### src/rdsp_pkg.sv
package rdsp_pkg;

  // Widths of the result fields seen at the ports.
  localparam int unsigned OUT_LINE_W = 24;
  localparam int unsigned KIND_W     = 3;
  localparam int unsigned ERR_W      = 3;

  typedef logic [OUT_LINE_W-1:0] line_t;
  typedef logic [KIND_W-1:0]     kind_t;
  typedef logic [ERR_W-1:0]      err_t;

  // Result kinds.
  localparam kind_t KIND_APPEND = 3'd0;
  localparam kind_t KIND_DELETE = 3'd1;
  localparam kind_t KIND_TEXT   = 3'd2;
  localparam kind_t KIND_END    = 3'd3;
  localparam kind_t KIND_ERROR  = 3'd4;

  // Error codes.
  localparam err_t ERR_NONE       = 3'd0;
  localparam err_t ERR_MISSING_AT = 3'd1;
  localparam err_t ERR_CORRUPT    = 3'd2;
  localparam err_t ERR_BACK_INS   = 3'd3;
  localparam err_t ERR_BACK_DEL   = 3'd4;
  localparam err_t ERR_EARLY_END  = 3'd5;

  // Characters.
  localparam logic [7:0] CH_AT      = 8'h40;
  localparam logic [7:0] CH_A       = 8'h61;
  localparam logic [7:0] CH_D       = 8'h64;
  localparam logic [7:0] CH_ZERO    = 8'h30;
  localparam logic [7:0] CH_NINE    = 8'h39;
  localparam logic [7:0] CH_NEWLINE = 8'h0a;
  localparam logic [7:0] CH_SPACE   = 8'h20;

  // One input beat.
  typedef struct packed {
    logic [7:0] text_byte;
    logic       first_of_text;
    logic       whole_text_mode;
    logic       final_byte;
  } item_t;

  // One result beat.
  typedef struct packed {
    kind_t      kind;
    line_t      line_start;
    line_t      line_count;
    logic [7:0] out_byte;
    logic       line_end;
    err_t       error_code;
  } result_t;

endpackage

### src/rdsp_in_reg.sv
module rdsp_in_reg (
  input  logic               clk_i,
  input  logic               rst_ni,
  input  logic               in_valid_i,
  output logic               in_stall_o,
  input  rdsp_pkg::item_t    item_i,
  input  logic               advance_i,
  output logic               vld_o,
  output rdsp_pkg::item_t    item_o
);

  logic            vld_q;
  rdsp_pkg::item_t item_q;

  // The held beat leaves whenever the next stage can take it.
  assign in_stall_o = vld_q && !advance_i;

  always_ff @(posedge clk_i or negedge rst_ni) begin
    if (!rst_ni) begin
      vld_q <= 1'b0;
    end else if (!in_stall_o) begin
      vld_q <= in_valid_i;
    end
  end

  always_ff @(posedge clk_i) begin
    if (!in_stall_o && in_valid_i) begin
      item_q <= item_i;
    end
  end

  assign vld_o  = vld_q;
  assign item_o = item_q;

endmodule

### src/rdsp_core.sv
module rdsp_core #(
  parameter int unsigned LINE_WIDTH = 24
) (
  input  logic                clk_i,
  input  logic                rst_ni,
  input  logic                fire_i,
  input  rdsp_pkg::item_t     item_i,
  output logic                res_vld_o,
  output rdsp_pkg::result_t   res_o
);

  localparam int unsigned LW = LINE_WIDTH;
  localparam int unsigned AW = LINE_WIDTH + 4;

  localparam logic [2:0] PH_IDLE   = 3'd0;
  localparam logic [2:0] PH_CMD    = 3'd1;
  localparam logic [2:0] PH_NUM1   = 3'd2;
  localparam logic [2:0] PH_SPACES = 3'd3;
  localparam logic [2:0] PH_NUM2   = 3'd4;
  localparam logic [2:0] PH_SKIP   = 3'd5;
  localparam logic [2:0] PH_LSTART = 3'd6;
  localparam logic [2:0] PH_LMID   = 3'd7;

  logic [2:0]    phase_q, phase_d;
  logic          pend_q, pend_d;
  logic [7:0]    cmd_q, cmd_d;
  logic [LW-1:0] num1_q, num1_d;
  logic [LW-1:0] num2_q, num2_d;
  logic          ovf_q, ovf_d;
  logic [LW:0]   afloor_q, afloor_d;
  logic [LW:0]   dfloor_q, dfloor_d;
  logic [LW-1:0] left_q, left_d;
  logic          whole_q, whole_d;

  logic [7:0]    c;
  logic          go, eof, digit;
  logic [AW-1:0] acc1, acc2;
  logic          sat1, sat2;
  logic [LW:0]   sum;
  logic [LW-1:0] left_dec;
  logic          corrupt;

  // Decimal accumulate: v * 10 + digit, saturating at the line bound.
  always_comb begin
    acc1 = (AW'(num1_q) << 3) + (AW'(num1_q) << 1) + AW'(c[3:0]);
    acc2 = (AW'(num2_q) << 3) + (AW'(num2_q) << 1) + AW'(c[3:0]);
    sat1 = |acc1[AW-1:LW];
    sat2 = |acc2[AW-1:LW];
    sum  = {1'b0, num1_q} + {1'b0, num2_q};
    left_dec = (left_q != '0) ? left_q - LW'(1) : left_q;
    corrupt  = (num2_q == '0) || ((cmd_q != rdsp_pkg::CH_A) && (cmd_q != rdsp_pkg::CH_D))
               || ovf_q || sum[LW];
  end

  always_comb begin
    phase_d  = phase_q;
    pend_d   = pend_q;
    cmd_d    = cmd_q;
    num1_d   = num1_q;
    num2_d   = num2_q;
    ovf_d    = ovf_q;
    afloor_d = afloor_q;
    dfloor_d = dfloor_q;
    left_d   = left_q;
    whole_d  = whole_q;
    res_vld_o = 1'b0;
    res_o     = '0;
    c     = item_i.text_byte;
    digit = (c >= rdsp_pkg::CH_ZERO) && (c <= rdsp_pkg::CH_NINE);
    go    = 1'b0;
    eof   = 1'b0;

    if (item_i.first_of_text) begin
      pend_d   = 1'b0;
      cmd_d    = '0;
      num1_d   = '0;
      num2_d   = '0;
      ovf_d    = 1'b0;
      afloor_d = '0;
      dfloor_d = '0;
      left_d   = '0;
      whole_d  = item_i.whole_text_mode;
      phase_d  = PH_IDLE;
      if (c != rdsp_pkg::CH_AT) begin
        res_vld_o        = 1'b1;
        res_o.kind       = rdsp_pkg::KIND_ERROR;
        res_o.error_code = rdsp_pkg::ERR_MISSING_AT;
      end else if (item_i.final_byte) begin
        res_vld_o        = 1'b1;
        res_o.kind       = rdsp_pkg::KIND_ERROR;
        res_o.error_code = rdsp_pkg::ERR_EARLY_END;
      end else begin
        phase_d = item_i.whole_text_mode ? PH_LSTART : PH_CMD;
      end
    end else if (phase_q != PH_IDLE) begin
      // Quote handling: a pending '@' either doubles or closes the text.
      if (pend_q) begin
        pend_d = 1'b0;
        go     = 1'b1;
        eof    = (c != rdsp_pkg::CH_AT);
      end else if (c == rdsp_pkg::CH_AT) begin
        if (item_i.final_byte) begin
          go  = 1'b1;
          eof = 1'b1;
        end else begin
          pend_d = 1'b1;
        end
      end else begin
        go = 1'b1;
      end

      if (go) begin
        unique case (phase_q)
          PH_CMD: begin
            if (eof) begin
              phase_d   = PH_IDLE;
              pend_d    = 1'b0;
              res_vld_o = 1'b1;
              res_o.kind = rdsp_pkg::KIND_END;
            end else begin
              cmd_d   = c;
              num1_d  = '0;
              num2_d  = '0;
              ovf_d   = 1'b0;
              phase_d = PH_NUM1;
            end
          end
          PH_NUM1, PH_SPACES, PH_NUM2, PH_SKIP: begin
            if (eof) begin
              phase_d          = PH_IDLE;
              pend_d           = 1'b0;
              res_vld_o        = 1'b1;
              res_o.kind       = rdsp_pkg::KIND_ERROR;
              res_o.error_code = rdsp_pkg::ERR_EARLY_END;
            end else if (c == rdsp_pkg::CH_NEWLINE) begin
              res_vld_o = 1'b1;
              if (corrupt) begin
                phase_d          = PH_IDLE;
                pend_d           = 1'b0;
                res_o.kind       = rdsp_pkg::KIND_ERROR;
                res_o.error_code = rdsp_pkg::ERR_CORRUPT;
              end else if (cmd_q == rdsp_pkg::CH_A) begin
                if ({1'b0, num1_q} < afloor_q) begin
                  phase_d          = PH_IDLE;
                  pend_d           = 1'b0;
                  res_o.kind       = rdsp_pkg::KIND_ERROR;
                  res_o.error_code = rdsp_pkg::ERR_BACK_INS;
                end else begin
                  afloor_d         = {1'b0, num1_q} + (LW+1)'(1);
                  left_d           = num2_q;
                  phase_d          = PH_LSTART;
                  res_o.kind       = rdsp_pkg::KIND_APPEND;
                  res_o.line_start = rdsp_pkg::line_t'(num1_q);
                  res_o.line_count = rdsp_pkg::line_t'(num2_q);
                end
              end else begin
                if (({1'b0, num1_q} < afloor_q) || ({1'b0, num1_q} < dfloor_q)) begin
                  phase_d          = PH_IDLE;
                  pend_d           = 1'b0;
                  res_o.kind       = rdsp_pkg::KIND_ERROR;
                  res_o.error_code = rdsp_pkg::ERR_BACK_DEL;
                end else begin
                  afloor_d         = {1'b0, num1_q};
                  dfloor_d         = sum;
                  phase_d          = PH_CMD;
                  res_o.kind       = rdsp_pkg::KIND_DELETE;
                  res_o.line_start = rdsp_pkg::line_t'(num1_q);
                  res_o.line_count = rdsp_pkg::line_t'(num2_q);
                end
              end
            end else if (phase_q == PH_NUM1) begin
              if (digit) begin
                num1_d = sat1 ? '1 : acc1[LW-1:0];
                ovf_d  = ovf_q | sat1;
              end else begin
                phase_d = (c == rdsp_pkg::CH_SPACE) ? PH_SPACES : PH_SKIP;
              end
            end else if (phase_q == PH_SPACES) begin
              if (digit) begin
                num2_d  = sat2 ? '1 : acc2[LW-1:0];
                ovf_d   = ovf_q | sat2;
                phase_d = PH_NUM2;
              end else if (c != rdsp_pkg::CH_SPACE) begin
                phase_d = PH_SKIP;
              end
            end else if (phase_q == PH_NUM2) begin
              if (digit) begin
                num2_d = sat2 ? '1 : acc2[LW-1:0];
                ovf_d  = ovf_q | sat2;
              end else begin
                phase_d = PH_SKIP;
              end
            end
          end
          PH_LSTART, PH_LMID: begin
            res_vld_o = 1'b1;
            if (eof) begin
              phase_d = PH_IDLE;
              pend_d  = 1'b0;
              // A last appended line without a newline still closes cleanly.
              if (whole_q || ((phase_q == PH_LMID) && (left_q <= LW'(1)))) begin
                res_o.kind = rdsp_pkg::KIND_END;
              end else begin
                res_o.kind       = rdsp_pkg::KIND_ERROR;
                res_o.error_code = rdsp_pkg::ERR_EARLY_END;
              end
            end else begin
              res_o.kind     = rdsp_pkg::KIND_TEXT;
              res_o.out_byte = c;
              res_o.line_end = (c == rdsp_pkg::CH_NEWLINE);
              if (c == rdsp_pkg::CH_NEWLINE) begin
                if (whole_q) begin
                  phase_d = PH_LSTART;
                end else begin
                  left_d  = left_dec;
                  phase_d = (left_dec == '0) ? PH_CMD : PH_LSTART;
                end
              end else begin
                phase_d = PH_LMID;
              end
            end
          end
          default: begin
          end
        endcase
      end

      // A final byte that leaves the text open replaces any other result.
      if (item_i.final_byte && (phase_d != PH_IDLE)) begin
        phase_d          = PH_IDLE;
        pend_d           = 1'b0;
        res_vld_o        = 1'b1;
        res_o            = '0;
        res_o.kind       = rdsp_pkg::KIND_ERROR;
        res_o.error_code = rdsp_pkg::ERR_EARLY_END;
      end
    end

    if (!fire_i) begin
      res_vld_o = 1'b0;
    end
  end

  always_ff @(posedge clk_i or negedge rst_ni) begin
    if (!rst_ni) begin
      phase_q  <= PH_IDLE;
      pend_q   <= 1'b0;
      cmd_q    <= '0;
      num1_q   <= '0;
      num2_q   <= '0;
      ovf_q    <= 1'b0;
      afloor_q <= '0;
      dfloor_q <= '0;
      left_q   <= '0;
      whole_q  <= 1'b0;
    end else if (fire_i) begin
      phase_q  <= phase_d;
      pend_q   <= pend_d;
      cmd_q    <= cmd_d;
      num1_q   <= num1_d;
      num2_q   <= num2_d;
      ovf_q    <= ovf_d;
      afloor_q <= afloor_d;
      dfloor_q <= dfloor_d;
      left_q   <= left_d;
      whole_q  <= whole_d;
    end
  end

endmodule

### src/rdsp_out_reg.sv
module rdsp_out_reg (
  input  logic                clk_i,
  input  logic                rst_ni,
  input  logic                res_vld_i,
  input  rdsp_pkg::result_t   res_i,
  output logic                free_o,
  output logic                out_valid_o,
  input  logic                out_stall_i,
  output rdsp_pkg::result_t   res_o
);

  logic              vld_q;
  rdsp_pkg::result_t res_q;

  assign free_o = !vld_q || !out_stall_i;

  always_ff @(posedge clk_i or negedge rst_ni) begin
    if (!rst_ni) begin
      vld_q <= 1'b0;
    end else if (free_o) begin
      vld_q <= res_vld_i;
    end
  end

  always_ff @(posedge clk_i) begin
    if (free_o && res_vld_i) begin
      res_q <= res_i;
    end
  end

  assign out_valid_o = vld_q;
  assign res_o       = res_q;

endmodule

### src/rcs_delta_script_parser_top.sv
// Parser for one '@'-quoted revision text, one byte per input beat.
//
// Input channel: in_valid_i / in_stall_o carry a raw byte with first_of_text_i,
// whole_text_mode_i and final_byte_i. A text opens with a beat that has
// first_of_text_i set and the byte '@'. Inside the text '@@' stands for one '@'
// and a lone '@' closes it; the beat after a lone '@' is consumed by the close.
// Output channel: out_valid_o / out_stall_i carry at most one result beat per
// input beat: an append or delete command, an unescaped text byte with a line
// end mark, an end of text, or an error with its code.
//
// Throughput is one beat per cycle while the receiver does not stall. A beat is
// held in the input register, the parser state and checks evaluate it in one
// pass once the output register is free, and the result is registered in the
// output register, from which it is offered.
// When the receiver stalls, the output register holds its beat and the input
// register fills; in_stall_o rises only while both are occupied and the output
// side is stalled. Reset clears the valid flags and parser state; bytes are ignored
// until a beat with first_of_text_i, which also abandons any text in progress.
module rcs_delta_script_parser_top #(
  parameter int unsigned LINE_WIDTH = 24
) (
  input  logic        clk_i,
  input  logic        rst_ni,
  input  logic        in_valid_i,
  output logic        in_stall_o,
  input  logic [7:0]  text_byte_in_i,
  input  logic        first_of_text_i,
  input  logic        whole_text_mode_i,
  input  logic        final_byte_i,
  output logic        out_valid_o,
  input  logic        out_stall_i,
  output logic [2:0]  kind_o,
  output logic [23:0] line_start_o,
  output logic [23:0] line_count_o,
  output logic [7:0]  out_byte_o,
  output logic        line_end_o,
  output logic [2:0]  error_code_o
);

  rdsp_pkg::item_t   item_in;
  rdsp_pkg::item_t   item_held;
  rdsp_pkg::result_t res_next;
  rdsp_pkg::result_t res_out;
  logic              held_vld;
  logic              out_free;
  logic              fire;
  logic              res_vld;

  assign item_in.text_byte       = text_byte_in_i;
  assign item_in.first_of_text   = first_of_text_i;
  assign item_in.whole_text_mode = whole_text_mode_i;
  assign item_in.final_byte      = final_byte_i;

  // The held beat is parsed in the cycle the output register can take its result.
  assign fire = held_vld && out_free;

  rdsp_in_reg u_in_reg (
    .clk_i      (clk_i),
    .rst_ni     (rst_ni),
    .in_valid_i (in_valid_i),
    .in_stall_o (in_stall_o),
    .item_i     (item_in),
    .advance_i  (out_free),
    .vld_o      (held_vld),
    .item_o     (item_held)
  );

  rdsp_core #(
    .LINE_WIDTH (LINE_WIDTH)
  ) u_core (
    .clk_i     (clk_i),
    .rst_ni    (rst_ni),
    .fire_i    (fire),
    .item_i    (item_held),
    .res_vld_o (res_vld),
    .res_o     (res_next)
  );

  rdsp_out_reg u_out_reg (
    .clk_i       (clk_i),
    .rst_ni      (rst_ni),
    .res_vld_i   (res_vld),
    .res_i       (res_next),
    .free_o      (out_free),
    .out_valid_o (out_valid_o),
    .out_stall_i (out_stall_i),
    .res_o       (res_out)
  );

  assign kind_o       = res_out.kind;
  assign line_start_o = res_out.line_start;
  assign line_count_o = res_out.line_count;
  assign out_byte_o   = res_out.out_byte;
  assign line_end_o   = res_out.line_end;
  assign error_code_o = res_out.error_code;

endmodule

### config.mk
export PLATFORM = sky130hd
export DESIGN_NAME = rcs_delta_script_parser_top
export DESIGN_NICKNAME = d
export VERILOG_FILES = /design/src/rdsp_pkg.sv /design/src/rdsp_in_reg.sv /design/src/rdsp_core.sv /design/src/rdsp_out_reg.sv /design/src/rcs_delta_script_parser_top.sv
export SDC_FILE = /design/constraint.sdc
export NUM_CORES = 1
export LEC_CHECK = 0
export ABC_AREA = 1
export BUFFER_PORTS_ARGS = -buffer_cell sky130_fd_sc_hd__buf_2
export CORE_ASPECT_RATIO = 1.4
export CORE_MARGIN = 4
export CORE_UTILIZATION = 50
export CTS_CLUSTER_DIAMETER = 150
export DETAILED_ROUTE_END_ITERATION = 12
export GPL_TIMING_DRIVEN = 0
export PLACE_DENSITY_LB_ADDON = 0.08
export SETUP_SLACK_MARGIN = 0.02
export SLEW_MARGIN = 40
export SYNTH_ARGS = -nofsm -noshare
export SYNTH_HDL_FRONTEND = slang
export SYNTH_SLANG_ARGS = --single-unit
### constraint.sdc
create_clock -name clk_i -period 11.1 [get_ports clk_i]
set_clock_uncertainty 0.15 [all_clocks]
set_input_delay 2.22 -clock clk_i [delete_from_list [all_inputs] [get_ports clk_i]]
set_output_delay 2.22 -clock clk_i [all_outputs]
set_load 0.01 [all_outputs]
==> run_results.csv, run 1 <==
group,metric,value,unit
grt,grt_pass1_vias,14300,
clocking,numCtsBuffers,24,
clocking,cts.sink_count,212,
finish,nets,2293,
timing,tightest_slew,0.840,ns
floorplan,start_util,0.508,
setup_path,cp_top_family,"buffers and inverters",
route,wl_per_cell,18.5,µm
route,drt-total-wl,46400,µm
logic_synthesis,netlist.area_leader.share,0.220,
timing,maxSlewHeadroom,0.440,
route,vias_per_cell,5.66,
floorplan,core_area,30900,µm²
clocking,clk_latency,0.54,ns
floorplan,ios,80,
route,vias,14200,
placement,gp_congestion,0.933,
timing,rsz0062_at_grt,"false",
setup_path,crit_required,8.73,ns
job,max_cap_viol_count,0,
clocking,postCtsHoldBufs,0,
finish,antenna_cells,0,
grt,grt.total_usage,0.270,
setup_path,path_max_fanout,3,
setup_path,slowest_delay,0.14,ns
clocking,clk_pin_slew,0.06,ns
clocking,cts_tree,"yes",
timing,finalSetupViolations,0,
placement,dpl_cell_area,16700,µm²
logic_synthesis,synth.area.top_cells,"dfrtp_1 22%, edfxtp_1 14%, ha_1 13%, nand2_1 9.8%, o21ai_0 6.2%",
power_and_ir_drop,peakVddDrop,0.162,mV
logic_synthesis,ys_seq_elements,212,
placement,dp_hpwl,35900,µm
timing,fmax,200,MHz
setup_path,worstSetupPathType,"in2out",
grt,grt_max_degree,71,
route,drc_errors,0,
timing,min_period,4.99,ns
grt,antenna_found_initial,1,
route,first_pass_iters,5,
clocking,root_buffer,"clkbuf_16",
finish,area_delta_synth_final,11.0,%
logic_synthesis,syn_avg_cell_area,7.86,µm²
logic_synthesis,synthesis.area,15700,µm²
setup_path,critPathArrivalTime,2.62,ns
logic_synthesis,syn_inst,1998,
hold_path,holdCritPathClass,"reg2reg",
floorplan,dieArea,34300,µm²
finish,drive_above_1_share,0.0829,
setup_path,crit_chain,"buf_2 > nand2_1 > nor2_1 > buf_2",
placement,port_buffers,79,
timing,hold_viol,0,
clocking,cts_resized,0,
setup_path,crit_path_end_kind,"output port",
floorplan,rows,76,
setup_path,crit_top_cell,"buf_2",
clocking,htreeDepth,1,
power_and_ir_drop,p_leak,8.24,nW
logic_synthesis,synth.distinct_cells,51,
run_status,status,"finished, final reports clean",
grt,grt_overflow_total,0,
timing,fin_tns_setup,0,ns
setup_path,critPathSlowestCell,"buf_2",
clocking,postCtsSetupBuffers,0,
logic_synthesis,synth.largest_area_cell,"dfrtp_1",
timing,fin_crit_sh,0.450,
floorplan,fp.dieW,158,µm
setup_path,cp-start-kind,"primary input",
route,drt_iter0_drc,830,
finish,final_area,17400,µm²
logic_synthesis,ys_seq_area_frac,0.361,
setup_path,cp_num_buf_inv,2,
timing,finalMaxSlewViolations,0,
logic_synthesis,syn-num-nets,2185,
logic_synthesis,yosysWarningCount,0,
floorplan,die_h,218,µm
grt,grt_pass1_wl,74100,µm
clocking,clock_path_buffers,3,
route,drtAntennaViolNets,0,
power_and_ir_drop,power.density,295,nW/µm²
[sequential cells by signal, indices dropped and copies added, names as in the netlist]
name                   cells
u_core.num1_q             24
u_core.phase_q             3
u_core.num2_q             24
u_out_reg.out_valid_o      1
u_in_reg.vld_o             1
u_core.cmd_q               8
u_out_reg.res_o           63
u_core.ovf_q               1
u_in_reg.item_o           11
u_core.afloor_q           25
u_core.left_q             24
u_core.dfloor_q           25
u_core.pend_q              1
u_core.whole_q             1
[final timing paths]
kind,end,cells after the start,from,slack [ns]
setup reg to reg,u_core.num1_q[19],15,u_core.num1_q[2],6.37
hold / removal,u_core.afloor_q[12],2,u_core.afloor_q[12],0.34
min in group asynchronous,u_in_reg.vld_o,1,rst_ni,1.36
hold reg to reg,u_core.afloor_q[12],2,u_core.afloor_q[12],0.34
max in group asynchronous,u_core.afloor_q[0],2,rst_ni,8.83
setup / recovery,in_stall_o,4,out_stall_i,6.11
[logic make-up after synthesis]
logic type	after synthesis	share of synthesized area
xor+xnor	66	0.0368
fa+ha+maj	172	0.139
flops	212	0.361
simple gates	801	0.227
compound gates	461	0.164
buf+inv	286	0.0717
[report_power, final]
part           switching [mW]  internal, mW  total [mW]
sequential              0.353          1.10        1.45
clock                   0.321         0.453       0.775
combinational            1.93         0.992        2.92
total                    2.60          2.55        5.15
[stage by stage]
step	utilization	total power [mW]	instances	hold slack (ns)	worst slack (ns)
floorplan	-	3.43	1998	0.303	6.25
global placement	0.537	4.30	2467	0.317	5.40
detailed placement	0.540	4.35	2470	0.324	6.10
CTS	0.564	5.15	2514	0.339	6.10
global route	0.564	5.60	2514	0.361	6.05
finish	0.564	5.15	2514	0.340	6.11
[Yosys cell counts, drive strengths merged]
cell / n
nand2: 412
inv: 234
nor2: 208
o21ai: 198
ha: 167
a21oi: 151
dfrtp: 138
nand3: 92
edfxtp: 74
nand4: 44
xor2: 42
clkbuf: 37
o22ai: 32
nor3: 30
xnor2: 24
buf: 14
o211ai: 13
o2111ai: 11
o21a: 11
a31oi: 10
o21bai: 8
or2: 6
a21o: 5
fa: 5
nor4: 5
o32ai: 5
nand3b: 4
a211oi: 3
o31ai: 3
a21boi: 2
a221oi: 2
a22oi: 2
o221ai: 2
a211o: 1
a221o: 1
a2bb2oi: 1
clkinv: 1
[placed cells by master, fill, tap and decap left out, types with 29 or more instances in the layout]
cell type  count
o22ai_1       32
clkbuf_1      46
buf_2         82
nor2_1       174
nor3_1        29
a21oi_1      151
nand4_1       42
nand3_1       91
nand2_1      409
edfxtp_1      74
dfrtp_1      138
ha_1         167
o21ai_0      193
xor2_1        42
inv_1        231
[layer usage]
layer | wire length, µm | vias up | track usage
met5 | 0 | - | 0
met4 | 1910 | 0 | 0.106
met3 | 1610 | 104 | 0.0306
met2 | 23800 | 325 | 0.493
met1 | 19100 | 6742 | 0.321
li1 | - | 7046 | -
[layout make-up]
cell class              count  area [µm²]
plain buffers              51         245
clock buffers              41         746
clock inverters             3        15.0
fillers                  2899       13500
inverters                 235         885
multi-input cells        1500        8900
flip-flops and latches    212        5680
well taps                 390         488
repair buffers             82         480
[tightest hold or removal path, cell delays in order (launching register included)]
cell and delay [ns]:
dfrtp_1 0.34, nand2_1 0.05, o21ai_0 0.06
(Power assumes the default switching activity.)
==> run 2: changes to the inputs <==
- ABC_AREA: 1 -> 0
- clock period: 11.1 -> 4.3 ns (I/O delays scaled with it)
==> run_results.csv, run 2 <==
group,metric,value,unit
logic_synthesis,synth_edf_count,74,
timing,fmax,241,MHz
logic_synthesis,ys_seq_elements,212,
setup_path,cp.depth,11,
grt,grt.total_usage,0.279,
grt,grt_pass1_vias,13600,
placement,port_buffers,79,
finish,mostFrequentLayoutCell,"ha_1",
placement,dp_hpwl,36100,µm
route,vias_per_cell,6.21,
setup_path,r2r_slack,0.15,ns
logic_synthesis,synth.distinct_cells,82,
setup_path,crit_path_end_kind,"flip-flop",
placement,dpl_cell_area,16500,µm²
timing,maxSlewHeadroom,0.494,
clocking,numCtsBuffers,24,
timing,tightest_slew,0.754,ns
power_and_ir_drop,peakVddDrop,0.432,mV
power_and_ir_drop,finalPower,7.95,mW
timing,rsz0062_at_grt,"false",
finish,fillers,2709,
setup_path,slowest_delay,0.52,ns
logic_synthesis,syn_inst,1687,
setup_path,path_max_fanout,10,
logic_synthesis,ys_async_sr_fraction,0.651,
timing,finalSetupViolations,0,
logic_synthesis,synthesis.area,15500,µm²
route,drc_errors,0,
finish,nets,2004,
setup_path,cp_num_buf_inv,2,
setup_path,critPathArrivalTime,4.36,ns
floorplan,die_h,216,µm
finish,area_delta_synth_final,13.9,%
route,vias,13800,
logic_synthesis,ys_seq_area_frac,0.367,
clocking,htreeDepth,1,
finish,mostFrequentLayoutCells,"167 x ha_1, 149 x nand2_1, 122 x dfrtp_1, 111 x nor2_1, 105 x o21ai_0",
setup_path,r2r_end,"u_out_reg.res_o[61]",
floorplan,start_util,0.511,
power_and_ir_drop,power.density,452,nW/µm²
floorplan,ios,80,
placement,place_inst,2159,
logic_synthesis,yosysMostFrequentCell,"ha_1",
timing,min_period,4.15,ns
timing,hold_viol,0,
placement,gp_congestion,0.980,
logic_synthesis,syn_avg_cell_area,9.16,µm²
hold_path,holdCritPathClass,"in2async",
floorplan,fp.dieW,157,µm
clocking,cts.sink_count,212,
finish,final_util,0.583,
grt,grt_overflow_total,0,
grt,grt_max_degree,54,
setup_path,r2r-start,"u_core.left_q[20]",
setup_path,crit_required,4.51,ns
clocking,clk_latency,0.54,ns
floorplan,core_area,30200,µm²
floorplan,rows,75,
route,drt_iter0_drc,1040,
logic_synthesis,synth.largest_area_cell,"dfrtp_1",
setup_path,cp_top_family,"simple AND/OR/NAND/NOR gates",
route,drtAntennaViolNets,0,
run_status,status,"finished, final reports clean",
route,dr_wl_met2,24700,µm
logic_synthesis,syn-num-nets,1874,
clocking,clock_path_buffers,3,
finish,largest_reg_flops,63,
grt,antenna_found_initial,0,
timing,finalMaxSlewViolations,0,
clocking,root_buffer,"clkbuf_16",
logic_synthesis,synthFlopType,"dfrtp_1",
logic_synthesis,netlist.area_leader.share,0.223,
setup_path,worstRegToRegCells,11,
setup_path,critPathSlowestCell,"or4_4",
floorplan,dieArea,33800,µm²
route,routed.top_layer,"met4",
timing,fin_crit_sh,0.966,
logic_synthesis,synth.area.top_cells,"dfrtp_1 22%, edfxtp_1 14%, ha_1 14%, nand2_1 3.6%, o21ai_0 3.6%",
finish,drive_above_1_share,0.134,
job,max_cap_viol_count,0,
setup_path,cp-start-kind,"flip-flop",
setup_path,worstSetupPathType,"reg2reg",
logic_synthesis,synth_commonest_cells,"167 x ha_1, 150 x nand2_1, 138 x dfrtp_1, 112 x o21ai_0, 111 x nor2_1",
setup_path,crit_chain,"or3_1 > buf_2 > or4_4 > or4_1 > a211oi_1 > and4bb_1 > a31oi_1 > or3b_4 > o31a_1 > buf_6 > nor4_4",
clocking,postCtsHoldBufs,0,
clocking,clk_pin_slew,0.07,ns
grt,grt_pass1_wl,74800,µm
route,drt-total-wl,48200,µm
route,drt-met1-wl,19200,µm
finish,final_area,17600,µm²
clocking,cts_tree,"yes",
logic_synthesis,yosysWarningCount,0,
route,first_pass_iters,6,
finish,antenna_cells,0,
route,wl_per_cell,21.7,µm
finish,instances_no_fill,2219,
power_and_ir_drop,p_leak,7.89,nW
route,wl_met3,2030,µm
## run 2: cell types whose count changed after synthesis, sizes merged, moves of 59 or more
cell | previous run | this run
nor4 | 5 | 67
inv | 234 | 74
nand2 | 412 | 150
nor2 | 208 | 111
and2 | 0 | 59
o21ai | 198 | 114
## run 2: worst register-to-register path: stages (launching register included)
cell and delay (ns):
dfrtp_1 0.41, or3_1 0.37, buf_2 0.17, or4_4 0.52
or4_1 0.51, a211oi_1 0.24, and4bb_1 0.28, a31oi_1 0.12
or3b_4 0.46, o31a_1 0.32, buf_6 0.18, nor4_4 0.24
## run 2: area by class of cell
class                      count  area [µm²]  share of cell area
buffer                        74         323              0.0183
clock buffer                  30         664              0.0377
clock inverter                13        82.6             0.00469
inverter                      74         278              0.0158
multi-input combinational   1325        9430               0.536
sequential                   212        5700               0.324
tap                          385         482              0.0274
timing repair buffer         106         652              0.0370
## run 2: repair_timing
action,4_1_cts,5_1_grt
pin swaps,6,8
setup buffers,12,7
endpoints found under the setup margin,168,157
resized for setup,46,54
## run 2: through the flow
| step | worst slack, ns | hold WS (ns) | TNS, ns |
|---|---|---|---|
| finish | 0.147 | 0.0280 | 0 |
| global route | 0.0235 | 0.0355 | 0 |
| global placement | -1.12 | 0.292 | -147.76 |
| CTS | 0.0312 | 0.0236 | 0 |
| detailed placement | -0.844 | 0.311 | -65.63 |
| floorplan | 0.346 | 0.280 | 0 |
## run 2: layer usage
layer / GRT usage / up-vias
met1: 0.332 / 6654
met5: 0 / -
met3: 0.0281 / 123
li1: - / 6607
met4: 0.118 / 0
met2: 0.507 / 403
## run 2: worst max-delay path by stage
| stage | startpoint | slack, ns | endpoint |
|---|---|---|---|
| after floorplan | u_in_reg.item_o[3] | 0.35 | u_out_reg.res_o[0] |
| after global placement | u_core.num1_q[3] | -1.12 | u_out_reg.res_o[47] |
| after detailed placement | u_core.num1_q[3] | -0.84 | u_out_reg.res_o[45] |
| after CTS | u_in_reg.item_o[6] | 0.03 | u_core.num1_q[19] |
| after global routing | u_core.left_q[20] | 0.02 | u_out_reg.res_o[61] |
| final | u_core.left_q[20] | 0.15 | u_out_reg.res_o[61] |
## run 2: kinds of logic after synthesis
| group | count (synthesis) | synth area share |
|---|---|---|
| and+or+nand+nor | 609 | 0.205 |
| adders and majority gates | 173 | 0.142 |
| buffers and inverters | 150 | 0.0370 |
| DFF | 212 | 0.367 |
| xor gates and xnor gates | 82 | 0.0465 |
| muxes | 13 | 0.00891 |
| AOI/OAI and AO/OA | 448 | 0.193 |
## run 2: power breakdown
group	internal [mW]	total, mW	switching, mW	leakage, nW
Sequential	2.39	2.76	0.374	2.60
Combinational	1.27	3.21	1.94	4.93
Clock	1.10	1.98	0.877	0.366
Total	4.76	7.95	3.19	7.89
==> run 3: changes to the inputs <==
- clock period: 4.3 -> 5.22 ns (I/O delays scaled with it)
==> run_results.csv, run 3 (synthesized netlist as in run 2, its figures left out) <==
group,metric,value,unit
setup_path,critPathSlowestCell,"dfrtp_1",
setup_path,path_max_fanout,11,
power_and_ir_drop,power.density,367,nW/µm²
timing,setup_ws,0.364,ns
timing,maxSlewHeadroom,0.422,
power_and_ir_drop,p_leak,7.75,nW
clocking,clk_pin_slew,0.07,ns
route,drt-total-wl,48100,µm
timing,finalSetupViolations,0,
finish,nets,1988,
power_and_ir_drop,seqPwrFrac,0.360,
timing,fmax,206,MHz
clocking,cts.sink_count,212,
route,vias_per_cell,6.21,
hold_path,holdCritPathClass,"in2async",
clocking,cts_tree,"yes",
timing,hold_viol,0,
clocking,htreeDepth,1,
setup_path,cp-start-kind,"flip-flop",
grt,grt_pass1_wl,75300,µm
run_status,status,"finished, final reports clean",
route,first_pass_iters,7,
setup_path,crit_path_end_kind,"flip-flop",
route,drtAntennaViolNets,0,
finish,mostFrequentLayoutCell,"ha_1",
power_and_ir_drop,comb_power_share,0.378,
finish,drive_above_1_share,0.0913,
floorplan,die_h,216,µm
setup_path,worstSetupPathType,"reg2reg",
placement,port_buffers,79,
grt,grt.total_usage,0.282,
power_and_ir_drop,finalPower,6.35,mW
floorplan,dieArea,33800,µm²
finish,largest_reg_flops,63,
clocking,root_buffer,"clkbuf_16",
grt,grt_pass1_vias,13600,
grt,grt_max_degree,61,
setup_path,crit_chain,"ha_1 > inv_1 > fa_1 > nand2b_1 > a21oi_1 > o41ai_2 > o21ai_0 > a211o_1 > nor2_1 > a31oi_1 > clkbuf_1 > clkbuf_2 > nand2_1 > o31ai_1",
timing,finalMaxSlewViolations,0,
floorplan,ios,80,
finish,fillers,2803,
route,drc_errors,0,
placement,gp_congestion,0.946,
timing,tightest_slew,0.862,ns
timing,fin_crit_sh,0.930,
clocking,clock_path_buffers,3,
power_and_ir_drop,switching_share,0.400,
floorplan,fp.dieW,157,µm
floorplan,rows,75,
grt,antenna_found_initial,0,
floorplan,start_util,0.511,
timing,rsz0062_at_grt,"false",
route,wl_per_cell,21.8,µm
power_and_ir_drop,clockPowerShare,0.262,
job,max_cap_viol_count,0,
clocking,clk_latency,0.54,ns
placement,dp_slack,-0.00394,ns
timing,min_period,4.86,ns
finish,antenna_cells,0,
power_and_ir_drop,peakVddDrop,0.285,mV
power_and_ir_drop,intPower,3.81,mW
floorplan,core_area,30200,µm²
power_and_ir_drop,switchingPower,2.54,mW
setup_path,critPathArrivalTime,5.13,ns
grt,grt_overflow_total,0,
setup_path,cp_num_buf_inv,3,
clocking,numCtsBuffers,24,
setup_path,slowest_delay,0.64,ns
route,vias,13700,
setup_path,cp_top_family,"compound AO/OA/AOI/OAI gates",
route,drt_iter0_drc,907,
finish,mostFrequentLayoutCells,"167 x ha_1, 150 x nand2_1, 137 x dfrtp_1, 111 x nor2_1, 111 x o21ai_0",
finish,area_delta_synth_final,11.8,%
placement,dp_hpwl,36000,µm
setup_path,crit_required,5.49,ns
==> run 3: cell count changes in the layout (fill, tap and decap cells not counted), sizes merged <==
cell and change:
bufinv +1, clkbuf +6, inv -2, clkinv +1
buf -21
==> run 3: area by class of cell <==
type / instances / area (µm²) / share of cell area
Clock buffer: 31 / 668 / 0.0387
Multi-Input combinational cell: 1325 / 9260 / 0.536
Timing Repair Buffer: 88 / 520 / 0.0301
Inverter: 74 / 278 / 0.0161
Clock inverter: 13 / 92.6 / 0.00536
Tap cell: 385 / 482 / 0.0279
Sequential cell: 212 / 5680 / 0.329
Buffer: 76 / 297 / 0.0172
==> run 3: power by group through the flow <==
stage / sequential [mW] / clock, mW / combinational, mW
after floorplan: 2.22 / 0 / 1.63
after global placement: 2.32 / 0 / 2.30
after detailed placement: 2.31 / 0 / 2.36
after CTS: 2.28 / 1.69 / 2.38
after global routing: 2.31 / 1.77 / 2.65
final: 2.28 / 1.66 / 2.40
==> run 3: repair_timing <==
item,4_1_cts,5_1_grt
buffers inserted,0,1
pin swaps,0,1
hold buffers,0,0
hold endpoints to repair,0,0
setup endpoints to repair,20,73
gates resized for setup,1,8
==> run 3: per-layer routing <==
layer  part of all wire  vias to the layer above  track usage
met2               0.51                      385        0.496
met3              0.050                      127       0.0331
met4              0.049                        0        0.125
li1                   -                     6576            -
met1               0.39                     6596        0.344
met5                  0                        -            0
==> run 3: path summary, 6_finish.rpt <==
check	from	to	slack [ns]	cells after the start
max reg2reg	u_core.num1_q[0]	u_core.dfloor_q[20]	0.36	14
min reg2reg	u_core.cmd_q[3]	u_core.cmd_q[3]	0.32	2
max	u_core.num1_q[0]	u_core.dfloor_q[20]	0.36	14
min in group clk_i	u_core.cmd_q[3]	u_core.cmd_q[3]	0.32	2
min	rst_ni	u_in_reg.vld_o	0.22	1
max in group asynchronous	rst_ni	u_core.num1_q[21]	3.79	3
==> run 3: per-stage QoR <==
stage | utilization | hold WS [ns] | TNS, ns | cells | cell area, µm²
floorplan | - | 0.280 | 0 | 1687 | 15500
global placement | 0.541 | 0.296 | -108.47 | 2151 | 16300
detailed placement | 0.545 | 0.307 | -0.00394 | 2159 | 16500
CTS | 0.571 | 0.212 | 0 | 2203 | 17200
global route | 0.572 | 0.219 | 0 | 2204 | 17300
finish | 0.572 | 0.217 | 0 | 2204 | 17300
